$ cat config.mk
export PLATFORM = sky130hd
export DESIGN_NAME = indexed_ordered_list
export DESIGN_NICKNAME = d
export VERILOG_FILES = /design/src/rtl/iol_pkg.sv /design/src/rtl/indexed_ordered_list.sv /design/src/rtl/iol_cell.sv
export SDC_FILE = /design/constraint.sdc
export NUM_CORES = 1
export LEC_CHECK = 0
export BUFFER_PORTS_ARGS = -buffer_cell sky130_fd_sc_hd__buf_4
export CORE_MARGIN = 10
export CORE_UTILIZATION = 50
export DETAILED_ROUTE_END_ITERATION = 12
export GPL_TIMING_DRIVEN = 0
export PLACE_DENSITY_LB_ADDON = 0.05
export SYNTH_ARGS = -nofsm -noshare
export SYNTH_HDL_FRONTEND = slang
export SYNTH_HIERARCHICAL = 1
export SYNTH_SLANG_ARGS = --single-unit
$ cat constraint.sdc
create_clock -name aclk -period 14.1 [get_ports aclk]
set_clock_uncertainty 0.05 [all_clocks]
set_input_delay 0.705 -clock aclk [delete_from_list [all_inputs] [get_ports aclk]]
set_output_delay 0.705 -clock aclk [all_outputs]
set_load 0.05 [all_outputs]
$ cat src/rtl/iol_pkg.sv
`default_nettype none
package iol_pkg;

    localparam int DataW   = 32;
    localparam int OpW     = 3;
    localparam int FieldPW = 5;
    localparam int StatW   = 2;
    localparam int InW     = 40;
    localparam int OutW    = 40;

    typedef enum logic [OpW-1:0] {
        OP_PUSH_FRONT = 3'd0,
        OP_APPEND     = 3'd1,
        OP_INSERT     = 3'd2,
        OP_READ       = 3'd3,
        OP_DELETE     = 3'd4
    } iol_op_t;

    typedef enum logic [StatW-1:0] {
        ST_DONE  = 2'd0,
        ST_RANGE = 2'd1,
        ST_FULL  = 2'd2
    } iol_status_t;

    typedef struct packed {
        logic ins;
        logic del;
    } iol_cmd_t;

endpackage
`default_nettype wire

$ cat src/rtl/indexed_ordered_list.sv
// channel | ports           | word layout (lsb first)
// input   | s_tvalid/tready | opcode[2:0] position[7:3] value[39:8]
// result  | m_tvalid/tready | status[1:0] read_value[33:2] element_count[38:34]
// one word per cycle while s_tready is high; each request completes in the row of
// cells as it is taken; shifting cells move together; result in one output register
// input is taken while the output register is empty or being drained
// reset clears count and output valid only; element storage needs no clearing
`default_nettype none
module indexed_ordered_list #(
    parameter int DEPTH = 16
) (
    input  wire logic                     aclk,
    input  wire logic                     aresetn,
    input  wire logic                     s_tvalid,
    output logic                          s_tready,
    input  wire logic [iol_pkg::InW-1:0]  s_tdata,  // opcode, position, value
    output logic                          m_tvalid,
    input  wire logic                     m_tready,
    output logic      [iol_pkg::OutW-1:0] m_tdata   // status, read_value, element_count
);
    import iol_pkg::*;

    localparam int CW = $clog2(DEPTH + 1);
    localparam int PW = (CW > FieldPW) ? CW : FieldPW;

    logic [OpW-1:0]     s_opcode;
    logic [FieldPW-1:0] s_position;
    logic [DataW-1:0]   s_value;
    logic               acc;

    logic [CW-1:0]      count_reg;
    logic [CW-1:0]      count_next;
    logic               m_valid_reg;
    logic [StatW-1:0]   status_reg;
    logic [DataW-1:0]   rd_reg;
    logic [FieldPW-1:0] cnt_out_reg;

    logic [PW-1:0]      pos_ext;
    logic [PW-1:0]      cnt_ext;
    logic               full;
    logic [StatW-1:0]   status_next;
    logic               do_ins;
    logic               do_del;
    logic               do_rd;
    logic [CW-1:0]      cmd_pos;
    iol_cmd_t           cmd;
    logic [DataW-1:0]   rd_any;

    logic [DataW-1:0]   cell_data [DEPTH];
    logic [DataW-1:0]   cell_rd   [DEPTH];

    assign s_opcode   = s_tdata[2:0];
    assign s_position = s_tdata[7:3];
    assign s_value    = s_tdata[39:8];

    assign s_tready = !m_valid_reg || m_tready;
    assign acc      = s_tvalid && s_tready;

    assign pos_ext = PW'(s_position);
    assign cnt_ext = PW'(count_reg);
    assign full    = (count_reg == CW'(DEPTH));

    always_comb begin
        status_next = ST_DONE;
        do_ins      = 1'b0;
        do_del      = 1'b0;
        do_rd       = 1'b0;
        cmd_pos     = CW'(pos_ext);
        unique case (s_opcode)
            OP_PUSH_FRONT: begin
                cmd_pos = '0;
                if (full) begin
                    status_next = ST_FULL;
                end else begin
                    do_ins = 1'b1;
                end
            end
            OP_APPEND: begin
                cmd_pos = count_reg;
                if (full) begin
                    status_next = ST_FULL;
                end else begin
                    do_ins = 1'b1;
                end
            end
            OP_INSERT: begin
                if (pos_ext > cnt_ext) begin
                    status_next = ST_RANGE;
                end else if (full) begin
                    status_next = ST_FULL;
                end else begin
                    do_ins = 1'b1;
                end
            end
            OP_READ: begin
                if (pos_ext >= cnt_ext) begin
                    status_next = ST_RANGE;
                end else begin
                    do_rd = 1'b1;
                end
            end
            OP_DELETE: begin
                if (pos_ext >= cnt_ext) begin
                    status_next = ST_RANGE;
                end else begin
                    do_del = 1'b1;
                end
            end
            default: begin
                status_next = ST_RANGE;
            end
        endcase
    end

    assign cmd.ins = acc && do_ins;
    assign cmd.del = acc && do_del;

    always_comb begin
        count_next = count_reg;
        if (cmd.ins) begin
            count_next = count_reg + 1'b1;
        end else if (cmd.del) begin
            count_next = count_reg - 1'b1;
        end
    end

    genvar g;
    generate
        for (g = 0; g < DEPTH; g++) begin : g_cell
            logic [DataW-1:0] left_d;
            logic [DataW-1:0] right_d;
            if (g == 0) begin : g_first
                assign left_d = '0;
            end else begin : g_left
                assign left_d = cell_data[g-1];
            end
            if (g == DEPTH - 1) begin : g_last
                assign right_d = '0;
            end else begin : g_right
                assign right_d = cell_data[g+1];
            end
            iol_cell #(
                .IDX (g),
                .CW  (CW)
            ) u_cell (
                .aclk       (aclk),
                .cmd        (cmd),
                .pos        (cmd_pos),
                .value      (s_value),
                .left_data  (left_d),
                .right_data (right_d),
                .data       (cell_data[g]),
                .rd_data    (cell_rd[g])
            );
        end
    endgenerate

    always_comb begin
        rd_any = '0;
        for (int i = 0; i < DEPTH; i++) begin
            rd_any = rd_any | cell_rd[i];
        end
    end

    always_ff @(posedge aclk) begin
        if (!aresetn) begin
            count_reg   <= '0;
            m_valid_reg <= 1'b0;
        end else begin
            count_reg <= count_next;
            if (acc) begin
                m_valid_reg <= 1'b1;
            end else if (m_tready) begin
                m_valid_reg <= 1'b0;
            end
        end
    end

    always_ff @(posedge aclk) begin
        if (acc) begin
            status_reg  <= status_next;
            rd_reg      <= do_rd ? rd_any : '0;
            cnt_out_reg <= FieldPW'(count_next);
        end
    end

    assign m_tvalid = m_valid_reg;
    assign m_tdata  = {1'b0, cnt_out_reg, rd_reg, status_reg};

    a_count_bound: assert property (@(posedge aclk) disable iff (!aresetn)
        count_reg <= CW'(DEPTH))
        else $error("count above depth");

    a_full_hold: assert property (@(posedge aclk) disable iff (!aresetn)
        (acc && status_next == ST_FULL) |=> count_reg == $past(count_reg))
        else $error("full request changed count");

    a_ins_grow: assert property (@(posedge aclk) disable iff (!aresetn)
        cmd.ins |=> count_reg == CW'($past(count_reg) + 1'b1))
        else $error("insert did not grow count");

    a_rd_zero: assert property (@(posedge aclk) disable iff (!aresetn)
        (m_valid_reg && status_reg != ST_DONE) |-> rd_reg == '0)
        else $error("read value on failed request");

endmodule
`default_nettype wire

$ cat src/rtl/iol_cell.sv
`default_nettype none
module iol_cell #(
    parameter int IDX = 0,
    parameter int CW  = 5
) (
    input  wire logic                      aclk,
    input  wire iol_pkg::iol_cmd_t         cmd,
    input  wire logic [CW-1:0]             pos,
    input  wire logic [iol_pkg::DataW-1:0] value,
    input  wire logic [iol_pkg::DataW-1:0] left_data,
    input  wire logic [iol_pkg::DataW-1:0] right_data,
    output logic      [iol_pkg::DataW-1:0] data,
    output logic      [iol_pkg::DataW-1:0] rd_data
);
    import iol_pkg::*;

    logic [DataW-1:0] data_reg;
    logic [DataW-1:0] data_next;
    logic             at_pos;
    logic             after_pos;

    assign at_pos    = (pos == CW'(IDX));
    assign after_pos = (CW'(IDX) > pos);

    always_comb begin
        data_next = data_reg;
        if (cmd.ins) begin
            if (at_pos) begin
                data_next = value;
            end else if (after_pos) begin
                data_next = left_data;
            end
        end else if (cmd.del) begin
            if (at_pos || after_pos) begin
                data_next = right_data;
            end
        end
    end

    always_ff @(posedge aclk) begin
        data_reg <= data_next;
    end

    assign data    = data_reg;
    assign rd_data = at_pos ? data_reg : '0;

endmodule
`default_nettype wire
==> results of run 1 <==
[tightest hold or removal path: cells and delay by family]
family	cells	cell delay, ns
buffers and inverters	2	0.15
AOI/OAI and AO/OA	1	0.07
[cell families (layout without fill, tap and decap cells)]
kind of cell	after synthesis	count (layout)	synth area share, %
other	1	65	0.0104
buffers and inverters	435	675	7.35
AND/OR/NAND/NOR	1716	1716	26.4
AO/OA/AOI/OAI	1187	1187	19.9
flip-flops	557	557	46.0
XOR/XNOR	4	4	0.0967
adder cells (fa/ha/maj)	7	7	0.242
multiplexers	2	2	0.0553
[per-layer routing]
metal  global-route usage [%]  share of wire [%]  routed length, um
met5                        0                  0                  0
met4                     15.1                5.1               6640
met3                     4.11                8.1              10700
met2                     45.9                 44              57400
met1                     43.1                 43              56300
[synthesized netlist by cell type (15+ instances only)]
cell / count
edfxtp_1: 551
and3_1: 451
nor2_1: 446
a31oi_1: 417
nand3_1: 303
o21ai_1: 282
o21ai_0: 240
clkbuf_1: 175
nor4_1: 130
nand2_1: 116
o22a_1: 95
and2_1: 71
buf_6: 71
buf_2: 70
a21boi_0: 69
nand3b_1: 65
clkbuf_2: 57
and4_1: 33
a21oi_1: 32
a21boi_1: 24
nor2_4: 22
nand3_2: 21
buf_4: 20
clkbuf_8: 15
[power breakdown]
group | switching (mW) | total, mW | internal, mW
clock network | 0.718 | 1.76 | 1.04
registers | 0.0279 | 1.90 | 1.87
logic | 0.481 | 0.693 | 0.213
[path summary, 6_finish.rpt]
path,start,to,slack [ns],depth (start not counted)
min,s_tvalid,m_tvalid,0.33,3
max reg2reg,m_tvalid,g_cell[5].u_cell/data[8],9.26,11
min reg2reg,cnt_ext[3],cnt_ext[3],0.49,2
max,m_tvalid,g_cell[5].u_cell/data[8],9.26,11
[through the flow]
step / instances / utilization (%)
floorplan: 3973 / -
global placement: 5006 / 53.5
detailed placement: 5041 / 54.5
CTS: 5163 / 57.5
global route: 5163 / 57.5
finish: 5163 / 57.5
[area by class of cell]
class / count / area [um^2] / area share, %
clock buffer: 94 / 1920 / 4.65
buffer: 422 / 2620 / 6.35
multi-input combinational: 2981 / 17300 / 42.1
sequential: 557 / 16700 / 40.5
tap: 950 / 1190 / 2.89
clock inverter: 28 / 251 / 0.611
timing repair buffer: 118 / 1150 / 2.79
inverter: 13 / 48.8 / 0.119
==> run_results.csv, run 1 <==
group,metric,value,unit
status,outcome,"finished, final reports clean",
die,dieWidth,289,um
timing,timing.hold.ws,0.327,ns
die,die_y,289,um
clock_tree,clkTransAtPathRegs,0.05,ns
setup_path,cp.arrival,5.10,ns
timing,hold_viol,0,
power,peakVddDrop,0.0828,mV
detailed_routing,dr.first_iter.drc_count,4198,
detailed_routing,route.detailed.drc,0,
worst_hold_path,hold_class,"input pin to flop",
clock_tree,clk_latency,0.61,ns
clock_tree,cts_buffers,68,
setup_path,cp.required,14.36,ns
timing,fmax,0.207,GHz
place,gp_congestion,0.971,
global_routing,grt.overflow.total,0,
synth,synth_cell_types,77,
synth,synthTopCellsByArea,"edfxtp_1, and3_1, a31oi_1, nor2_1, nand3_1",
clock_tree,cts_resized,0,
place,dpl_cell_area,0.0390,mm^2
synth,synthFlopType,"edfxtp_1",
die,core_area,0.0716,mm^2
timing,rsz0062_at_grt,"no",
global_routing,grtUsageTotal,30.6,%
place,port_buffers,83,
synth,synth_area,0.0362,mm^2
synth,postSynthAreaPerCell,9.27,um^2
finish,nets,4212,
synth,syn-instance-count,3909,
setup_path,critPathTopFamily,"simple AND/OR/NAND/NOR gates",
finish,drive_gt1_share,13.1,%
power,power.density,106,mW/mm^2
clock_tree,clock_sinks,557,
global_routing,grt_pass1_wl,198000,um
die,ios,86,
synth,synth_edf_count,551,
finish,num_antenna_cells,0,
clock_tree,ctsHoldBuffers,0,
detailed_routing,final_antenna_net_count,0,
synth,ys_warn_count,6,
clock_tree,cts_tree,"yes",
detailed_routing,dr.pass1.iters,6,
setup_path,worstPathCellList,"nand2b_1 > and2_2 > nand4_1 > nor2_4 > buf_16 > clkbuf_1 > nor2_1 > a2111oi_2 > buf_2 > buf_4 > buf_4",
power,leakagePower,15.1,nW
detailed_routing,wirelength,131000,um
die,start_util,50.6,%
timing,finalCritPeriodShare,34.3,%
die,die_area,0.0836,mm^2
detailed_routing,vias,33600,
setup_path,cpMostUsedCell,"buf_4",
timing,finalSetupViolations,0,
detailed_routing,wire_per_inst,25.4,um
finish,syn_to_final_growth,13.6,%
power,power,4.35,mW
clock_tree,postCtsSetupBuffers,0,
synth,yosysTopAreaCell,"edfxtp_1",
timing,worst-slew-pin-transition,1.15,ns
place,dpl_worst_slack,8.77,ns
global_routing,antenna_found_initial,1,
finish,fillerInstances,6561,
synth,synthArstFlopShare,0,%
global_routing,grt_max_degree,33,
place,dp_hpwl,103000,um
clock_tree,cts_root_buf,"clkbuf_16",
global_routing,first_global_vias,32200,
finish,layout_common_cells,"edfxtp_1, and3_1, nor2_1",
setup_path,cp_slowest_cell,"a2111oi_2",
die,rows,98,
synth,netlist.area_leader.share,45.7,%
timing,slew_viol_final,0,
setup_path,cp_max_fo,24,
setup_path,cpPeakStageDelay,0.85,ns
clock_tree,clk_path_buf_depth,3,
setup_path,critPathKind,"flop to flop",
synth,yosysSeqAreaShare,46.0,%
finish,largest_register_ffs,512,
timing,period_minus_slack,4.84,ns
flow_run,max_cap_violations,0,
clock_tree,htreeDepth,3,
setup_path,endpoint_kind,"flop",
timing,timing.slew.headroom,22.3,%
finish,final_common_cell,"edfxtp_1",
finish,design_area,0.0412,mm^2
synth,ys_ff_latch,557,
detailed_routing,viasPerCell,6.50,
setup_path,path_buf_inv,5,
timing,tns,0,ns
setup_path,startpoint_type,"flop",
timing,layout_setup_ws,9.26,ns
Note: power is estimated with default switching activity, not from simulation.
==> inputs of run 2 (changes only) <==
==> constraint.sdc (replaced) <==
create_clock -name aclk -period 4.8 [get_ports aclk]
set_clock_uncertainty 0.05 [all_clocks]
set_input_delay 0.24 -clock aclk [delete_from_list [all_inputs] [get_ports aclk]]
set_output_delay 0.24 -clock aclk [all_outputs]
set_load 0.05 [all_outputs]
==> run 2 against run 1 <==
- worst hold slack worse by 0.28 ns
- final area about the same
- via count up 0.62%
==> run_results.csv, run 2 (synthesized netlist as in run 1, its figures left out) <==
group,metric,value,unit
finish,largest_register_ffs,512,
timing,finalSetupViolations,0,
finish,nets,4217,
die,dieWidth,289,um
detailed_routing,final_antenna_net_count,0,
detailed_routing,route.detailed.drc,0,
die,start_util,50.6,%
timing,tns,0,ns
global_routing,first_global_vias,32000,
global_routing,grt.overflow.total,0,
timing,slew_viol_final,0,
die,ios,86,
timing,fmax,0.220,GHz
setup_path,cp.arrival,4.85,ns
finish,fillerInstances,6494,
timing,rsz0062_at_grt,"no",
global_routing,grt_pass1_wl,198000,um
detailed_routing,dr.first_iter.drc_count,4621,
power,power.density,306,mW/mm^2
setup_path,endpoint_kind,"flop",
timing,timing.slew.headroom,22.3,%
finish,drive_gt1_share,13.2,%
finish,final_common_cell,"edfxtp_1",
setup_path,startpoint_type,"input pin",
clock_tree,cts_resized,0,
global_routing,antenna_found_initial,1,
detailed_routing,viasPerCell,6.53,
clock_tree,cts_tree,"yes",
detailed_routing,wire_per_inst,25.5,um
timing,timing.hold.ws,0.0512,ns
timing,hold_viol,0,
finish,fin_cells,5168,
place,dp_hpwl,102000,um
finish,final_util,57.5,%
clock_tree,cts_buffers,67,
clock_tree,clkTransAtPathRegs,0.05,ns
detailed_routing,wirelength,132000,um
timing,period_minus_slack,4.54,ns
setup_path,cp.required,5.11,ns
clock_tree,cts_root_buf,"clkbuf_16",
clock_tree,clk_path_buf_depth,3,
clock_tree,htreeDepth,3,
die,core_area,0.0716,mm^2
clock_tree,clk_latency,0.62,ns
die,die_area,0.0836,mm^2
finish,syn_to_final_growth,13.6,%
die,die_y,289,um
flow_run,max_cap_violations,0,
setup_path,reg2regPathDepth,11,
global_routing,grt_max_degree,41,
finish,layout_common_cells,"edfxtp_1, and3_1, nor2_1",
timing,worst-slew-pin-transition,1.17,ns
place,port_buffers,83,
detailed_routing,dr.pass1.iters,6,
global_routing,grtUsageTotal,30.7,%
status,outcome,"finished, final reports clean",
power,leakagePower,15.1,nW
setup_path,cp_max_fo,22,
place,place_inst,5035,
worst_hold_path,hold_depth,3,
worst_hold_path,hold_class,"input pin to flop",
place,gp_congestion,0.964,
setup_path,critPathKind,"input pin to flop",
die,rows,98,
detailed_routing,vias,33800,
clock_tree,clock_sinks,557,
power,peakVddDrop,0.242,mV
timing,finalCritPeriodShare,94.6,%
run 2: path summary, 6_finish.rpt:
check	start	end	slack, ns
worst min register to register	cnt_ext[3]	cnt_ext[3]	0.48
worst max register to register	m_tvalid	g_cell[4].u_cell/data[9]	0.27
worst max-delay path	s_tdata[2]	rd_reg[19]	0.26
worst min-delay path	s_tdata[1]	status_reg[0]	0.05
run 2: per-stage QoR:
step | power [mW] | instance area [um^2] | setup slack [ns]
2_1_floorplan | 6.90 | 36500 | -3.00
3_3_place_gp | 7.57 | 38300 | -7.15
3_5_place_dp | 7.63 | 38900 | -0.259
4_1_cts | 12.6 | 41100 | 0.310
5_1_grt | 13.0 | 41100 | 0.0220
6_report | 12.6 | 41100 | 0.261
run 2: power by group:
group          switching [mW]  internal, mW
Combinational            1.42         0.626
Clock                    2.08          2.91
Sequential             0.0830          5.49
Total                    3.59          9.02
run 2: cell type report:
cell class | instances | area, um^2 | area share [%]
multi-input cells | 2982 | 17400 | 42.2
well taps | 950 | 1190 | 2.89
inverters | 13 | 48.8 | 0.119
clock buffers | 89 | 1840 | 4.48
flip-flops and latches | 557 | 16700 | 40.5
diodes | 2 | 5.00 | 0.0122
plain buffers | 422 | 2630 | 6.38
clock inverters | 30 | 235 | 0.572
repair buffers | 123 | 1160 | 2.83
run 2: worst max-delay path: stages:
cell           delay (ns)
dlygate4sd3_1        0.53
buf_4                0.15
inv_1                0.13
nand2_1              0.41
o21ai_4              0.82
buf_12               0.29
and4bb_1             0.25
buf_6                0.16
clkbuf_2             0.18
and3_1               0.27
nor4_1               0.87
and4_1               0.47
nor2_2               0.04
run 2: timing repair:
| action | 4_1_cts | 5_1_grt |
|---|---|---|
| hold buffers | 5 | 0 |
| cloned | 1 | 0 |
| setup buffers | 6 | 0 |
| pin swaps | 1 | 1 |
| hold endpoints to repair | 7 | 0 |
| endpoints found under the setup margin | 32 | 19 |
run 2: metal layers:
layer  wire length [um]  GRT usage (%)
met4               5900           13.4
met3              11700           4.77
met2              58100           46.6
met1              56400           43.2
met5                  0              0
